$ cat src/owbm_pkg.sv
package owbm_pkg;

  localparam int unsigned CFG_W   = 9;
  localparam int unsigned CFG_NUM = 8;
  localparam int unsigned CFG_IDX_W = $clog2(CFG_NUM);

  // Register indexes on the configuration port
  localparam logic [CFG_IDX_W-1:0] REG_RESET_LOW     = 3'd0;
  localparam logic [CFG_IDX_W-1:0] REG_RESET_RELEASE = 3'd1;
  localparam logic [CFG_IDX_W-1:0] REG_FALL_LIMIT    = 3'd2;
  localparam logic [CFG_IDX_W-1:0] REG_RISE_LIMIT    = 3'd3;
  localparam logic [CFG_IDX_W-1:0] REG_SHORT_PHASE   = 3'd4;
  localparam logic [CFG_IDX_W-1:0] REG_LONG_PHASE    = 3'd5;
  localparam logic [CFG_IDX_W-1:0] REG_READ_SAMPLE   = 3'd6;
  localparam logic [CFG_IDX_W-1:0] REG_READ_TAIL     = 3'd7;

  // Mode codes of a tick request
  localparam logic [1:0] MODE_TICK  = 2'd0;
  localparam logic [1:0] MODE_RESET = 2'd1;
  localparam logic [1:0] MODE_WRITE = 2'd2;
  localparam logic [1:0] MODE_READ  = 2'd3;

  typedef enum logic [1:0] {
    CMD_NONE,
    CMD_BUS_RESET,
    CMD_WRITE_BYTE,
    CMD_READ_BYTE
  } cmd_e;

  typedef struct packed {
    cmd_e       cmd;
    logic [7:0] write_data;
    logic       line_level;
  } item_t;

  typedef struct packed {
    logic [CFG_W-1:0] reset_low;
    logic [CFG_W-1:0] reset_release;
    logic [CFG_W-1:0] fall_limit;
    logic [CFG_W-1:0] rise_limit;
    logic [CFG_W-1:0] short_phase;
    logic [CFG_W-1:0] long_phase;
    logic [CFG_W-1:0] read_sample;
    logic [CFG_W-1:0] read_tail;
  } cfg_t;

  typedef struct packed {
    logic full;
    logic empty;
  } q_status_t;

endpackage

$ cat src/owbm_front.sv
module owbm_front
  import owbm_pkg::*;
(
  input  logic       in_valid_i,
  output logic       in_ready_o,
  input  logic [1:0] mode_i,
  input  logic [7:0] write_data_i,
  input  logic       line_level_i,
  input  q_status_t  q_status_i,
  output logic       push_o,
  output item_t      item_o
);

  cmd_e cmd;

  always_comb begin
    unique case (mode_i)
      MODE_RESET: cmd = CMD_BUS_RESET;
      MODE_WRITE: cmd = CMD_WRITE_BYTE;
      MODE_READ:  cmd = CMD_READ_BYTE;
      default:    cmd = CMD_NONE;
    endcase
  end

  assign in_ready_o = !q_status_i.full;
  assign push_o     = in_valid_i && !q_status_i.full;

  assign item_o.cmd        = cmd;
  assign item_o.write_data = write_data_i;
  assign item_o.line_level = line_level_i;

endmodule

$ cat src/owbm_queue.sv
module owbm_queue
  import owbm_pkg::*;
(
  input  logic      clk_i,
  input  logic      rst_ni,
  input  logic      push_i,
  input  item_t     item_i,
  input  logic      pop_i,
  output item_t     item_o,
  output q_status_t status_o
);

  localparam int unsigned Depth = 2;

  item_t      mem_q [Depth];
  logic       wr_ptr_q, wr_ptr_d;
  logic       rd_ptr_q, rd_ptr_d;
  logic [1:0] cnt_q, cnt_d;
  logic       do_push, do_pop;

  assign status_o.full  = (cnt_q == 2'(Depth));
  assign status_o.empty = (cnt_q == 2'd0);

  assign do_push = push_i && !status_o.full;
  assign do_pop  = pop_i && !status_o.empty;

  assign item_o = mem_q[rd_ptr_q];

  always_comb begin
    wr_ptr_d = do_push ? ~wr_ptr_q : wr_ptr_q;
    rd_ptr_d = do_pop ? ~rd_ptr_q : rd_ptr_q;
    cnt_d    = cnt_q + 2'(do_push) - 2'(do_pop);
  end

  always_ff @(posedge clk_i or negedge rst_ni) begin
    if (!rst_ni) begin
      wr_ptr_q <= 1'b0;
      rd_ptr_q <= 1'b0;
      cnt_q    <= 2'd0;
    end else begin
      wr_ptr_q <= wr_ptr_d;
      rd_ptr_q <= rd_ptr_d;
      cnt_q    <= cnt_d;
    end
  end

  always_ff @(posedge clk_i) begin
    if (do_push) begin
      mem_q[wr_ptr_q] <= item_i;
    end
  end

endmodule

$ cat src/owbm_engine.sv
module owbm_engine
  import owbm_pkg::*;
#(
  parameter int unsigned TIMER_WIDTH = 9
) (
  input  logic       clk_i,
  input  logic       rst_ni,
  input  cfg_t       cfg_i,
  input  logic       q_empty_i,
  input  item_t      item_i,
  output logic       pop_o,
  output logic       out_valid_o,
  input  logic       out_ready_i,
  output logic       drive_low_o,
  output logic       busy_res_o,
  output logic       done_res_o,
  output logic [7:0] read_value_o,
  output logic       presence_error_o
);

  localparam logic [3:0] PH_IDLE       = 4'd0;
  localparam logic [3:0] PH_RST_LOW    = 4'd1;
  localparam logic [3:0] PH_RST_REL    = 4'd2;
  localparam logic [3:0] PH_WATCH_FALL = 4'd3;
  localparam logic [3:0] PH_WATCH_RISE = 4'd4;
  localparam logic [3:0] PH_W_LOW      = 4'd5;
  localparam logic [3:0] PH_W_HIGH     = 4'd6;
  localparam logic [3:0] PH_R_LOW      = 4'd7;
  localparam logic [3:0] PH_R_WAIT     = 4'd8;
  localparam logic [3:0] PH_R_SAMPLE   = 4'd9;
  localparam logic [3:0] PH_R_TAIL     = 4'd10;

  logic [3:0]             phase_q, phase_d;
  logic [TIMER_WIDTH-1:0] tick_q, tick_d, tick_inc;
  logic [2:0]             bit_q, bit_d;
  logic [7:0]             send_q, send_d;
  logic [7:0]             recv_q, recv_d;
  logic                   err_q, err_d;
  logic                   drive, done, reached;
  logic [CFG_W-1:0]       len;

  logic                   out_valid_q;
  logic                   drive_q, busy_q, done_q, err_out_q;
  logic [7:0]             recv_out_q;

  assign pop_o = !q_empty_i && (!out_valid_q || out_ready_i);

  always_comb begin
    phase_d  = phase_q;
    tick_d   = tick_q;
    bit_d    = bit_q;
    send_d   = send_q;
    recv_d   = recv_q;
    err_d    = err_q;
    drive    = 1'b0;
    done     = 1'b0;
    len      = CFG_W'(1);
    tick_inc = '0;
    reached  = 1'b0;

    // A command starts only from idle; its first tick runs below
    if (phase_d == PH_IDLE) begin
      unique case (item_i.cmd)
        CMD_BUS_RESET: begin
          phase_d = PH_RST_LOW;
          tick_d  = '0;
        end
        CMD_WRITE_BYTE: begin
          send_d  = item_i.write_data;
          bit_d   = 3'd0;
          phase_d = PH_W_LOW;
          tick_d  = '0;
        end
        CMD_READ_BYTE: begin
          recv_d  = 8'd0;
          bit_d   = 3'd0;
          phase_d = PH_R_LOW;
          tick_d  = '0;
        end
        default: ;
      endcase
    end

    if (phase_d != PH_IDLE) begin
      drive = (phase_d == PH_RST_LOW) || (phase_d == PH_W_LOW) || (phase_d == PH_R_LOW);
      tick_inc = tick_d + TIMER_WIDTH'(1);

      case (phase_d)
        PH_RST_LOW:    len = cfg_i.reset_low;
        PH_RST_REL:    len = cfg_i.reset_release;
        PH_WATCH_FALL: len = cfg_i.fall_limit;
        PH_WATCH_RISE: len = cfg_i.rise_limit;
        PH_W_LOW:      len = send_d[0] ? cfg_i.short_phase : cfg_i.long_phase;
        PH_W_HIGH:     len = send_d[0] ? cfg_i.long_phase : cfg_i.short_phase;
        PH_R_LOW:      len = cfg_i.short_phase;
        PH_R_WAIT:     len = cfg_i.read_sample;
        PH_R_TAIL:     len = cfg_i.read_tail;
        default:       len = CFG_W'(1);
      endcase
      reached = (tick_inc >= TIMER_WIDTH'(len));

      unique case (phase_d)
        PH_WATCH_FALL: begin
          if (!item_i.line_level) begin
            phase_d = PH_WATCH_RISE;
            tick_d  = '0;
          end else if (reached) begin
            err_d   = 1'b1;
            phase_d = PH_IDLE;
            tick_d  = '0;
            done    = 1'b1;
          end else begin
            tick_d = tick_inc;
          end
        end
        PH_WATCH_RISE: begin
          if (item_i.line_level) begin
            err_d   = 1'b0;
            phase_d = PH_IDLE;
            tick_d  = '0;
            done    = 1'b1;
          end else if (reached) begin
            err_d   = 1'b1;
            phase_d = PH_IDLE;
            tick_d  = '0;
            done    = 1'b1;
          end else begin
            tick_d = tick_inc;
          end
        end
        PH_R_SAMPLE: begin
          if (item_i.line_level) begin
            recv_d[bit_d] = 1'b1;
          end
          tick_d = '0;
          if (cfg_i.read_tail != '0) begin
            phase_d = PH_R_TAIL;
          end else if (bit_d == 3'd7) begin
            bit_d   = 3'd0;
            phase_d = PH_IDLE;
            done    = 1'b1;
          end else begin
            bit_d   = bit_d + 3'd1;
            phase_d = PH_R_LOW;
          end
        end
        default: begin
          // Timed phases: advance the counter and move on at the phase length
          tick_d = tick_inc;
          if (reached) begin
            tick_d = '0;
            unique case (phase_d)
              PH_RST_LOW: begin
                phase_d = (cfg_i.reset_release == '0) ? PH_WATCH_FALL : PH_RST_REL;
              end
              PH_RST_REL: phase_d = PH_WATCH_FALL;
              PH_W_LOW:   phase_d = PH_W_HIGH;
              PH_W_HIGH: begin
                send_d = {1'b0, send_d[7:1]};
                if (bit_d == 3'd7) begin
                  bit_d   = 3'd0;
                  phase_d = PH_IDLE;
                  done    = 1'b1;
                end else begin
                  bit_d   = bit_d + 3'd1;
                  phase_d = PH_W_LOW;
                end
              end
              PH_R_LOW: begin
                phase_d = (cfg_i.read_sample == '0) ? PH_R_SAMPLE : PH_R_WAIT;
              end
              PH_R_WAIT:  phase_d = PH_R_SAMPLE;
              PH_R_TAIL: begin
                if (bit_d == 3'd7) begin
                  bit_d   = 3'd0;
                  phase_d = PH_IDLE;
                  done    = 1'b1;
                end else begin
                  bit_d   = bit_d + 3'd1;
                  phase_d = PH_R_LOW;
                end
              end
              default:    phase_d = PH_IDLE;
            endcase
          end
        end
      endcase
    end
  end

  always_ff @(posedge clk_i or negedge rst_ni) begin
    if (!rst_ni) begin
      phase_q     <= PH_IDLE;
      tick_q      <= '0;
      bit_q       <= 3'd0;
      send_q      <= 8'd0;
      recv_q      <= 8'd0;
      err_q       <= 1'b0;
      out_valid_q <= 1'b0;
    end else begin
      if (pop_o) begin
        phase_q <= phase_d;
        tick_q  <= tick_d;
        bit_q   <= bit_d;
        send_q  <= send_d;
        recv_q  <= recv_d;
        err_q   <= err_d;
      end
      if (pop_o) begin
        out_valid_q <= 1'b1;
      end else if (out_ready_i) begin
        out_valid_q <= 1'b0;
      end
    end
  end

  // Result register: hold while the consumer stalls
  always_ff @(posedge clk_i) begin
    if (pop_o) begin
      drive_q    <= drive;
      busy_q     <= (phase_d != PH_IDLE);
      done_q     <= done;
      recv_out_q <= recv_d;
      err_out_q  <= err_d;
    end
  end

  assign out_valid_o      = out_valid_q;
  assign drive_low_o      = drive_q;
  assign busy_res_o       = busy_q;
  assign done_res_o       = done_q;
  assign read_value_o     = recv_out_q;
  assign presence_error_o = err_out_q;

endmodule

$ cat src/one_wire_bus_master_top.sv
// 1-Wire bus master stepped by one-microsecond tick requests. Each accepted tick
// (mode, write byte, sampled line level) yields exactly one result (drive low,
// busy, done pulse, read byte, presence error). Sustained rate is one tick per
// clock while results are taken: the engine steps the bus state once per tick;
// a tick passes through a queue entry, then the result register. The two-entry
// queue between decoder and engine plus the result register absorb stalls on
// either side, so the input keeps accepting while a result waits, until the
// queue is full. Configuration registers take effect on the next tick and
// should be written while the master is idle and all results have been taken.
module one_wire_bus_master_top
  import owbm_pkg::*;
#(
  parameter int unsigned TIMER_WIDTH = 9
) (
  input  logic                 clk_i,
  input  logic                 rst_ni,
  input  logic                 cfg_we_i,
  input  logic [CFG_IDX_W-1:0] cfg_idx_i,
  input  logic [CFG_W-1:0]     cfg_data_i,
  input  logic                 in_valid_i,
  output logic                 in_ready_o,
  input  logic [1:0]           mode_i,
  input  logic [7:0]           write_data_i,
  input  logic                 line_level_i,
  output logic                 out_valid_o,
  input  logic                 out_ready_i,
  output logic                 drive_low_o,
  output logic                 busy_res_o,
  output logic                 done_res_o,
  output logic [7:0]           read_value_o,
  output logic                 presence_error_o
);

  cfg_t      cfg_q;
  item_t     push_item, pop_item;
  logic      push, pop;
  q_status_t q_status;

  always_ff @(posedge clk_i or negedge rst_ni) begin
    if (!rst_ni) begin
      cfg_q.reset_low     <= CFG_W'(480);
      cfg_q.reset_release <= CFG_W'(15);
      cfg_q.fall_limit    <= CFG_W'(200);
      cfg_q.rise_limit    <= CFG_W'(240);
      cfg_q.short_phase   <= CFG_W'(2);
      cfg_q.long_phase    <= CFG_W'(60);
      cfg_q.read_sample   <= CFG_W'(12);
      cfg_q.read_tail     <= CFG_W'(50);
    end else if (cfg_we_i) begin
      unique case (cfg_idx_i)
        REG_RESET_LOW:     cfg_q.reset_low     <= cfg_data_i;
        REG_RESET_RELEASE: cfg_q.reset_release <= cfg_data_i;
        REG_FALL_LIMIT:    cfg_q.fall_limit    <= cfg_data_i;
        REG_RISE_LIMIT:    cfg_q.rise_limit    <= cfg_data_i;
        REG_SHORT_PHASE:   cfg_q.short_phase   <= cfg_data_i;
        REG_LONG_PHASE:    cfg_q.long_phase    <= cfg_data_i;
        REG_READ_SAMPLE:   cfg_q.read_sample   <= cfg_data_i;
        REG_READ_TAIL:     cfg_q.read_tail     <= cfg_data_i;
        default: ;
      endcase
    end
  end

  owbm_front u_front (
    .in_valid_i   (in_valid_i),
    .in_ready_o   (in_ready_o),
    .mode_i       (mode_i),
    .write_data_i (write_data_i),
    .line_level_i (line_level_i),
    .q_status_i   (q_status),
    .push_o       (push),
    .item_o       (push_item)
  );

  owbm_queue u_queue (
    .clk_i    (clk_i),
    .rst_ni   (rst_ni),
    .push_i   (push),
    .item_i   (push_item),
    .pop_i    (pop),
    .item_o   (pop_item),
    .status_o (q_status)
  );

  owbm_engine #(
    .TIMER_WIDTH (TIMER_WIDTH)
  ) u_engine (
    .clk_i            (clk_i),
    .rst_ni           (rst_ni),
    .cfg_i            (cfg_q),
    .q_empty_i        (q_status.empty),
    .item_i           (pop_item),
    .pop_o            (pop),
    .out_valid_o      (out_valid_o),
    .out_ready_i      (out_ready_i),
    .drive_low_o      (drive_low_o),
    .busy_res_o       (busy_res_o),
    .done_res_o       (done_res_o),
    .read_value_o     (read_value_o),
    .presence_error_o (presence_error_o)
  );

`ifndef SYNTH
  a_done_ends_op: assert property (@(posedge clk_i) disable iff (!rst_ni)
    out_valid_o && done_res_o |-> !busy_res_o)
    else $error("done reported while operation still busy");

  a_drive_busy: assert property (@(posedge clk_i) disable iff (!rst_ni)
    out_valid_o && drive_low_o |-> busy_res_o)
    else $error("line driven low on the last tick of an operation");

  a_pop_nonempty: assert property (@(posedge clk_i) disable iff (!rst_ni)
    pop |-> !q_status.empty)
    else $error("engine stepped without a queued request");

  a_queue_flow: assert property (@(posedge clk_i) disable iff (!rst_ni)
    q_status.full && !pop |=> q_status.full)
    else $error("queue lost an entry");
`endif

endmodule

$ cat config.mk
export PLATFORM = sky130hd
export DESIGN_NAME = one_wire_bus_master_top
export DESIGN_NICKNAME = d
export VERILOG_FILES = /design/src/owbm_pkg.sv /design/src/owbm_front.sv /design/src/owbm_queue.sv /design/src/owbm_engine.sv /design/src/one_wire_bus_master_top.sv
export SDC_FILE = /design/constraint.sdc
export NUM_CORES = 1
export LEC_CHECK = 0
export ABC_AREA = 1
export BUFFER_PORTS_ARGS = -buffer_cell sky130_fd_sc_hd__buf_4
export CORE_MARGIN = 5
export CORE_UTILIZATION = 55
export CTS_BUF_LIST = sky130_fd_sc_hd__clkbuf_4 sky130_fd_sc_hd__clkbuf_8
export DETAILED_ROUTE_END_ITERATION = 16
export PLACE_DENSITY = 0.74
export SYNTH_ARGS = -nofsm -noshare
export SYNTH_HDL_FRONTEND = slang
export SYNTH_SLANG_ARGS = --single-unit
$ cat constraint.sdc
create_clock -name clk_i -period 3.4 [get_ports clk_i]
set_input_delay 0.34 -clock clk_i [delete_from_list [all_inputs] [get_ports clk_i]]
set_output_delay 0.34 -clock clk_i [all_outputs]
set_load 0.02 [all_outputs]
==> reports/results.ini, run 1 <==
[status]
status=finished, violations left
failed_checks=negative setup slack

[final_layout]
antenna_cells=0
utilization_pct=68.09
syn_to_final_growth_pct=22.05
nFillCells=1139
drive_gt1_share_pct=23.61
fin_nets=1105

[synth]
yosysTopAreaCellShare_pct=27.68
netlist_top_cells_count=305 x nand2_1, 96 x o21ai_0, 95 x inv_1, 85 x dfrtp_1, 82 x nor2_1
syn-num-nets=1001
yosysSeqAreaShare_pct=49.52
synth_warnings=0
syn_area_per_cell_um2=8.012
ys_ff_latch=144
synth_top_area_cell=dfrtp_1
netlist-cell-type-count=45
syn_area_mm2=0.007684
syn_inst=959
async_flop_share_pct=76.39
yosysMostFrequentCell=nand2_1
synth_edf_count=34
synth_ff_type=dfrtp_1
yosys-top-cells-area=dfrtp_1 28%, nand2_1 15%, edfxtp_1 13%

[critical_path]
end_kind=register
criticalPathCategory=register to register
crit_fanout=9
cp-start-kind=register
r2r_cells=24
cp.required_ns=3.62
timing.rr.start=u_queue.rd_ptr_q
rr_endpoint=u_engine.busy_res_o
crit_arrival_ns=3.66
reg2reg_slack_ns=-0.04

[clock_tree]
cts_root_buffer=clkbuf_8
cts_tree=done
clkLatencyLatePin_ns=0.48
htree_levels=4
path_clk_slew_ns=0.08
cts_buffers=17
clk_path_buf_depth=2
cts.sinks=144

[floorplan]
die_w_um=128.2
start_util_pct=55.79
coreArea_mm2=0.01377
die_area_mm2=0.01643
die_h_um=128.2
rows=43
top_level_ports=42

[sta]
fin_ws_ns=-0.03842
slew_headroom_pct=30.77
rsz0062_at_grt=true
period_needed_ns=3.438
setup_violations=1
max_freq_ghz=0.2908
setup_tns_ns=-0.03842
hold-worst-slack_ns=0.05056
post-route-period-util_pct=101.1
slew_violations=0
finalHoldViolCount=0
fin_worst_skew_ns=0.01476
tightest_slew_ns=1.035

[pwr]
vdd_ir_drop_max_mv=1.076
power.density_mw_per_mm2=1103
leakage_nw=4.512
total_power_mw=10.35

[global_route]
grt_pass1_wl_um=32360
grt_max_degree=77
grt_overflow_total=0
antenna_found_initial=0
grt_pass1_vias=6548
globalRouteTotalUtil_pct=25.03

[place]
place_ws_ns=-0.04888
port_buffers=41
gp_congestion=0.9849
dp_hpwl_um=14130

[route]
drc_errors=0
drtAntennaViolNets=0
routed_wl_um=19910
vias=6870
drt_iter0_drc=606
wl_per_cell_um=15.85
vias_per_cell=5.470
dr.pass1.iters=5

[hold_path]
hold_end=u_queue.mem_q[1][0]
min_from=line_level_i
hold_path_depth=1
hp-class=input pin to register

[flow_run]
drv_cap=0

[repair_timing]
action	4_1_cts	5_1_grt
gates resized for setup	7	61
pin swaps	0	37
cloned	0	2
hold buffers	1	0
endpoints found under the setup margin	14	28
hold endpoints to repair	31	0
buffers inserted	0	6
[how the worst max path moves through the flow]
stage	start	slack (ns)	cells after the start	endpoint
2_1_floorplan	u_engine.phase_q[0]	0.11	22	u_engine.tick_q[5]
3_3_place_gp	u_queue.rd_ptr_q	-0.004	27	u_engine.busy_res_o
3_5_place_dp	u_queue.rd_ptr_q	-0.05	27	u_engine.phase_q[2]
4_1_cts	u_engine.phase_q[0]	0.0004	23	u_engine.busy_res_o
5_1_grt	u_engine.phase_q[1]	-0.25	27	u_engine.busy_res_o
6_report	u_queue.rd_ptr_q	-0.04	24	u_engine.busy_res_o
[final cells by class]
class	instances	area [um2]	area share [%]
sequential	144	3806	40.59
tap	180	225.2	2.402
multi-input combinational	685	3606	38.45
timing repair buffer	107	897.1	9.566
clock buffer	20	262.8	2.802
inverter	108	425.4	4.536
clock inverter	12	155.1	1.654
[worst max-delay path, cell delays in order, from the launching register on]
cell,delay [ns]
dfrtp_2,0.46
nand2_1,0.14
nand2_4,0.10
nand2_4,0.10
nand3_4,0.14
buf_12,0.17
nand3_4,0.06
inv_4,0.08
a22oi_1,0.21
nand3_1,0.11
nor3_1,0.21
buf_4,0.16
ha_4,0.20
nand2_2,0.08
inv_1,0.04
a21oi_1,0.17
nand3_2,0.11
nor2_4,0.15
inv_4,0.08
nand2_1,0.08
nand2_1,0.05
nand2_1,0.07
nand2_2,0.06
nor2_1,0.10
nand3_1,0.07
[flip-flops by register name, summed over array words and instances (netlist names)]
name / flops
cfg_q: 72
u_engine.bit_q: 3
u_engine.busy_res_o: 1
u_engine.done_res_o: 1
u_engine.drive_low_o: 1
u_engine.err_q: 1
u_engine.out_valid_o: 1
u_engine.phase_q: 4
u_engine.presence_error_o: 1
u_engine.read_value_o: 8
u_engine.recv_q: 8
u_engine.send_q: 8
u_engine.tick_q: 9
u_queue.cnt_q: 2
u_queue.mem_q: 22
u_queue.rd_ptr_q: 1
u_queue.wr_ptr_q: 1
[layout by cell type, fill, tap and decap left out, drive strengths merged, types with 20 or more instances in the layout]
cell type | Yosys | final
a21oi | 28 | 28
buf | 4 | 106
clkbuf | 19 | 20
dfrtp | 85 | 85
dfstp | 25 | 25
edfxtp | 34 | 34
inv | 106 | 112
nand2 | 317 | 317
nand3 | 58 | 59
nor2 | 93 | 93
o21ai | 112 | 112
[report_power, final]
group	switching, mW	internal [mW]	total (mW)
clock	0.679	0.765	1.44
combinational	3.72	2.50	6.22
sequential	0.296	2.39	2.69
[stage by stage]
stage | std cells | instance area [um2]
final | 1256 | 9378
after global routing | 1256 | 9378
after CTS | 1248 | 9049
after detailed placement | 1215 | 8597
after global placement | 1215 | 8597
after floorplan | 959 | 7684
[cells by family (layout without fill, tap and decap cells)]
logic type / count (synthesis) / in the layout / share of synthesized area, %
simple gates: 492 / 493 / 28.32
fa+ha+maj: 14 / 14 / 2.280
buf+inv: 131 / 247 / 6.644
xor+xnor: 6 / 6 / 0.6841
compound gates: 172 / 172 / 12.55
flops: 144 / 144 / 49.52
[metal layers]
metal / vias to the layer above / track usage [%] / routed length [um]
met5: - / 0 / 0
met4: 0 / 9.301 / 620
met3: 50 / 4.417 / 1078
met2: 222 / 41.92 / 9742
met1: 3228 / 32.57 / 8467
li1: 3370 / - / -
(Power assumes the default switching activity.)
==> inputs of run 2 (changes only) <==
Settings changed: ABC_AREA 1 to unset.
==> run 2 against run 1 <==
The flow still finishes with violations (negative setup slack). Non-clock buffer count increased by 22. Flip-flop and latch count unchanged. Die area is 5.1% lower. Largest cell class unchanged. Largest power group unchanged.
==> reports/results.ini, run 2 <==
[status]
status=finished, violations left
failed_checks=negative setup slack

[sta]
post-route-period-util_pct=122.4
period_needed_ns=4.161
rsz0062_at_grt=true
setup_tns_ns=-18.66
max_freq_ghz=0.2403
fin_worst_skew_ns=0.01132
slew_violations=0
setup_violations=28
tightest_slew_ns=1.004
fin_ws_ns=-0.7613
finalHoldViolCount=0
slew_headroom_pct=32.99

[pwr]
total_power_mw=9.120
vdd_ir_drop_max_mv=0.7022
power.density_mw_per_mm2=1001
leakage_nw=3.834

[route]
vias=5688
drc_errors=0
drtAntennaViolNets=0
dr.pass1.iters=5
routed_wl_um=18640
wl_per_cell_um=20.00
vias_per_cell=6.103
drt_iter0_drc=414

[final_layout]
utilization_pct=69.60
largest_reg_flops=72
antenna_cells=0
drive_gt1_share_pct=42.33
syn_to_final_growth_pct=25.50
top_regs=cfg_q: 72 flops, u_queue.mem_q: 22 flops, u_engine.tick_q: 9 flops
post-route-cell-area_mm2=0.009107
fin_nets=785
final_common_cell=buf_4
top_register=cfg_q
mostFrequentLayoutCells=119 x buf_4, 85 x mux2_2, 84 x dfrtp_1, 59 x nand2_1, 34 x edfxtp_1

[synth]
synth_edf_count=34
ys_ff_latch=144
yosysTopAreaCellShare_pct=29.31
async_flop_share_pct=76.39
syn_area_per_cell_um2=11.52
yosysSeqAreaShare_pct=52.43
yosysMostFrequentCell=mux2_2
synth_warnings=0
syn_area_mm2=0.007257
netlist-cell-type-count=65
synth_ff_type=dfrtp_1
netlist_top_cells_count=88 x mux2_2, 85 x dfrtp_1, 60 x nand2_1, 39 x o21ai_0, 34 x edfxtp_1
yosys-top-cells-area=dfrtp_1 29%, edfxtp_1 14%, mux2_2 14%
synth_top_area_cell=dfrtp_1
syn-num-nets=672
syn_inst=630

[critical_path]
timing.rr.start=u_engine.phase_q[1]
crit_end=u_engine.phase_q[0]
crit_fanout=4
cp-startpoint=u_engine.phase_q[1]
critical_path.most_common_cell=or4_4
end_kind=register
path_cells=or4_4 > or4_4 > o21a_1 > mux2_4 > a221o_1 > a211o_1 > ha_1 > nand2b_4 > a211oi_2 > o211ai_1 > buf_4 > a21o_4 > o221a_4 > buf_6 > o21ai_2
crit_slowest_cell=or4_4
r2r_cells=15
criticalPathCategory=register to register
path_delay_family=compound AO/OA/AOI/OAI gates
cp.required_ns=3.76
rr_endpoint=u_engine.phase_q[0]
reg2reg_slack_ns=-0.76
crit_arrival_ns=4.52
worst-path-stages=15
slowest_delay_ns=0.54
cp-start-kind=register
crit_buf_inv=2

[clock_tree]
clk_path_buf_depth=2
path_clk_slew_ns=0.08
cts_root_buffer=clkbuf_8
htree_levels=4
cts_tree=done
cts_buffers=17
cts.sinks=144
clkLatencyLatePin_ns=0.44

[place]
place_ws_ns=-0.9035
port_buffers=41
gp_congestion=0.8956
dp_hpwl_um=12810
postPlaceCellArea_mm2=0.008334

[floorplan]
rows=42
coreArea_mm2=0.01309
die_w_um=124.9
top_level_ports=42
start_util_pct=55.46
die_h_um=124.9
die_area_mm2=0.01559

[global_route]
grt_overflow_total=0
antenna_found_initial=0
globalRouteTotalUtil_pct=23.74
grt_pass1_vias=5661
grt_max_degree=57
grt_pass1_wl_um=29720

[flow_run]
drv_cap=0

[hold_path]
hp-class=input pin to register

[run 2: changes by cell type after synthesis, sizes merged, moves of 47 or more]
| cell | previous run | this run |
|---|---|---|
| nand2 | 317 | 60 |
| inv | 106 | 11 |
| mux2 | 0 | 89 |
| o21ai | 112 | 39 |
| nor2 | 93 | 33 |
| nand3 | 58 | 11 |
[run 2: worst min-delay path by stage]
stage / from / end / slack, ns / cells past startpoint
after floorplan: rst_ni / cfg_q[0] / 0.04 / 0
after global placement: rst_ni / u_queue.wr_ptr_q / 0.44 / 1
after detailed placement: rst_ni / u_engine.send_q[7] / 0.45 / 1
after CTS: write_data_i[6] / u_queue.mem_q[1][7] / 0.06 / 1
after global routing: write_data_i[6] / u_queue.mem_q[1][7] / 0.04 / 1
final: write_data_i[6] / u_queue.mem_q[1][7] / 0.08 / 1
[run 2: metrics by stage]
step / cells / hold WS, ns
floorplan: 630 / 0.04441
global placement: 890 / 0.4369
detailed placement: 890 / 0.4512
CTS: 927 / 0.05717
global route: 932 / 0.04416
finish: 932 / 0.07959
[run 2: power by group]
group	switching [mW]	internal [mW]
combinational	2.73	2.37
clock	0.649	0.756
sequential	0.285	2.33
total	3.67	5.45
[run 2: cells by family (layout without fill, tap and decap cells)]
family | Yosys count | in the layout | share of synthesized area [%]
flip-flops | 144 | 144 | 52.43
buffers and inverters | 46 | 172 | 2.397
AO/OA/AOI/OAI | 139 | 139 | 14.00
AND/OR/NAND/NOR | 177 | 177 | 12.17
multiplexers | 100 | 100 | 15.38
adder cells (fa/ha/maj) | 14 | 14 | 2.414
XOR/XNOR | 10 | 10 | 1.207
[run 2: worst reg2reg max path, delay by kind of cell (launching register included)]
kind | cells | cell delay (ns)
compound gates | 8 | 1.71
fa+ha+maj | 1 | 0.27
buf+inv | 2 | 0.34
flops | 1 | 0.38
mux | 1 | 0.31
simple gates | 3 | 1.11
[run 2: final cells by class]
cell class                 instances  area, um2
timing repair buffer             129       1020
clock buffer                      20      256.5
sequential                       144       3806
tap                              176      220.2
clock inverter                    12      160.2
fill                             934       3978
inverter                          11      41.29
multi-input combinational        440       3603
[run 2: timing repair]
| action | 4_1_cts | 5_1_grt |
|---|---|---|
| setup endpoints to repair | 28 | 28 |
| hold endpoints to repair | 49 | 0 |
| pin swaps | 5 | 11 |
| hold buffers | 1 | 0 |
| resized for setup | 24 | 32 |
| buffers inserted | 4 | 4 |
| gates cloned | 0 | 1 |
[run 2: routing by layer]
metal	global-route usage (%)	routed length, um
met1	32.73	8041
met2	38.42	9259
met3	5.532	1101
met4	5.612	238
met5	0	0
==> inputs of run 3 (changes only) <==
--- a/config.mk
+++ b/config.mk
@@ -12,2 +12,3 @@
 export DETAILED_ROUTE_END_ITERATION = 16
+export MAX_ROUTING_LAYER = met4
 export PLACE_DENSITY = 0.74
--- a/constraint.sdc
+++ b/constraint.sdc
@@ -3,2 +3,2 @@
 set_output_delay 0.34 -clock clk_i [all_outputs]
-set_load 0.02 [all_outputs]
+set_load 0.005 [all_outputs]
==> run 3 against run 2 <==
Clock skew grew 0.0042 ns. Count of clock-buffer cells in the layout down 1. Power decreased by 1.1%. Sequential power about the same. Clock power fell by 11%. Routed wire length grew 1.1%. Non-clock buffer count increased by 2. The flow still finishes with violations (negative setup slack). Die area did not move. Setup slack better by 0.010 ns. Highest routed layer unchanged.
==> reports/results.ini, run 3 (synthesis results as in run 2) <==
[clock_tree]
cts_buffers=17
htree_levels=4
cts_tree=done
clkLatencyLatePin_ns=0.46
cts.sinks=144
cts_root_buffer=clkbuf_8
path_clk_slew_ns=0.09
clk_path_buf_depth=2

[route]
drtAntennaViolNets=0
wl_per_cell_um=20.17
drc_errors=0
routed_wl_um=18840
dr.pass1.iters=7
vias_per_cell=6.080
drt_iter0_drc=528
vias=5679

[final_layout]
syn_to_final_growth_pct=25.50
fin_nets=787
final_common_cell=buf_4
antenna_cells=0
top_register=cfg_q
top_regs=cfg_q: 72 flops, u_queue.mem_q: 22 flops, u_engine.tick_q: 9 flops
mostFrequentLayoutCells=120 x buf_4, 85 x mux2_2, 84 x dfrtp_1, 59 x nand2_1, 34 x edfxtp_1
drive_gt1_share_pct=42.35
largest_reg_flops=72

[status]
status=finished, violations left
failed_checks=negative setup slack

[sta]
slew_headroom_pct=30.24
tightest_slew_ns=1.045
period_needed_ns=4.151
setup_tns_ns=-17.89
rsz0062_at_grt=true
fin_worst_skew_ns=0.01552
post-route-period-util_pct=122.1
finalHoldViolCount=0
slew_violations=0
max_freq_ghz=0.2409
fin_ws_ns=-0.7512
setup_violations=28

[global_route]
grt_max_degree=72
antenna_found_initial=0
grt_pass1_wl_um=29840
grt_pass1_vias=5651
grt_overflow_total=0
globalRouteTotalUtil_pct=24.85

[pwr]
power.density_mw_per_mm2=990.8
leakage_nw=3.834
vdd_ir_drop_max_mv=0.5571
total_power_mw=9.024

[floorplan]
die_h_um=124.9
rows=42
top_level_ports=42
die_w_um=124.9
coreArea_mm2=0.01309
die_area_mm2=0.01559
start_util_pct=55.46

[place]
dp_hpwl_um=13250
gp_congestion=0.8905
port_buffers=41

[critical_path]
crit_fanout=7
cp-start-kind=register
cp.required_ns=3.75
criticalPathCategory=register to register
crit_arrival_ns=4.50
end_kind=register

[flow_run]
drv_cap=0

[hold_path]
hp-class=input pin to register

==> run 3: cell count changes in the layout (fill, tap and decap cells not counted), sizes merged <==
cell and change:
clkinvlp +1, buf +1, inv +1, bufinv -2, clkinv +1
==> run 3: power breakdown <==
group / switching, mW / internal [mW] / leakage, nW
registers: 0.283 / 2.33 / 1.63
logic: 2.69 / 2.47 / 2.02
clock network: 0.662 / 0.593 / 0.179
==> run 3: worst paths after layout <==
path,slack [ns],endpoint,cells past startpoint,start
hold / removal,0.06,u_queue.mem_q[1][2],1,write_data_i[1]
setup / recovery,-0.75,u_engine.bit_q[2],14,u_engine.phase_q[1]
min in group asynchronous,0.38,u_queue.cnt_q[0],2,rst_ni
hold reg to reg,0.49,u_engine.recv_q[7],2,u_engine.recv_q[7]
setup reg to reg,-0.75,u_engine.bit_q[2],14,u_engine.phase_q[1]
max in group asynchronous,2.19,cfg_q[54],3,rst_ni
==> run 3: critical path: stages (launching register included) <==
cell,delay [ns]
dfrtp_1,0.38
or4_4,0.54
or4_4,0.43
o21a_1,0.14
mux2_4,0.31
a221o_1,0.31
a211o_1,0.25
ha_1,0.29
nand2b_4,0.14
a211oi_2,0.16
o211ai_1,0.10
buf_4,0.18
and3_4,0.17
o31a_1,0.30
o32a_1,0.35
==> run 3: through the flow <==
step           instances  setup slack, ns  instance area [um2]  util, %  hold slack (ns)
2_1_floorplan        630          -0.7003                 7351        -          0.04441
3_3_place_gp         892          -0.8379                 8349    63.81           0.3398
3_5_place_dp         892          -0.9474                 8349    63.81           0.3502
4_1_cts              929          -0.6954                 8912    68.11          0.03437
5_1_grt              934          -0.8646                 9107    69.60          0.02564
6_report             934          -0.7512                 9107    69.60          0.05893
==> run 3: layout make-up <==
cell class,instances,area [um2]
multi-input combinational,440,3618
timing repair buffer,131,1059
fill,948,3978
sequential,144,3806
inverter,11,41.29
clock buffer,19,249.0
tap,176,220.2
clock inverter,13,113.9
==> run 3: what timing repair did <==
item / CTS / global route
endpoints found under the setup margin: 28 / 28
pin swaps: 11 / 10
gates resized for setup: 33 / 24
gates cloned: 0 / 1
setup buffers: 4 / 4
hold buffers: 1 / 0
hold endpoints to repair: 33 / 0
==> run 3: routing by layer <==
layer,track usage (%),share of wire (%),up-vias
met5,-,0,-
met4,6.633,1.8,0
met3,5.060,6.2,34
met2,38.39,49,176
met1,33.88,43,2856
li1,-,-,2613
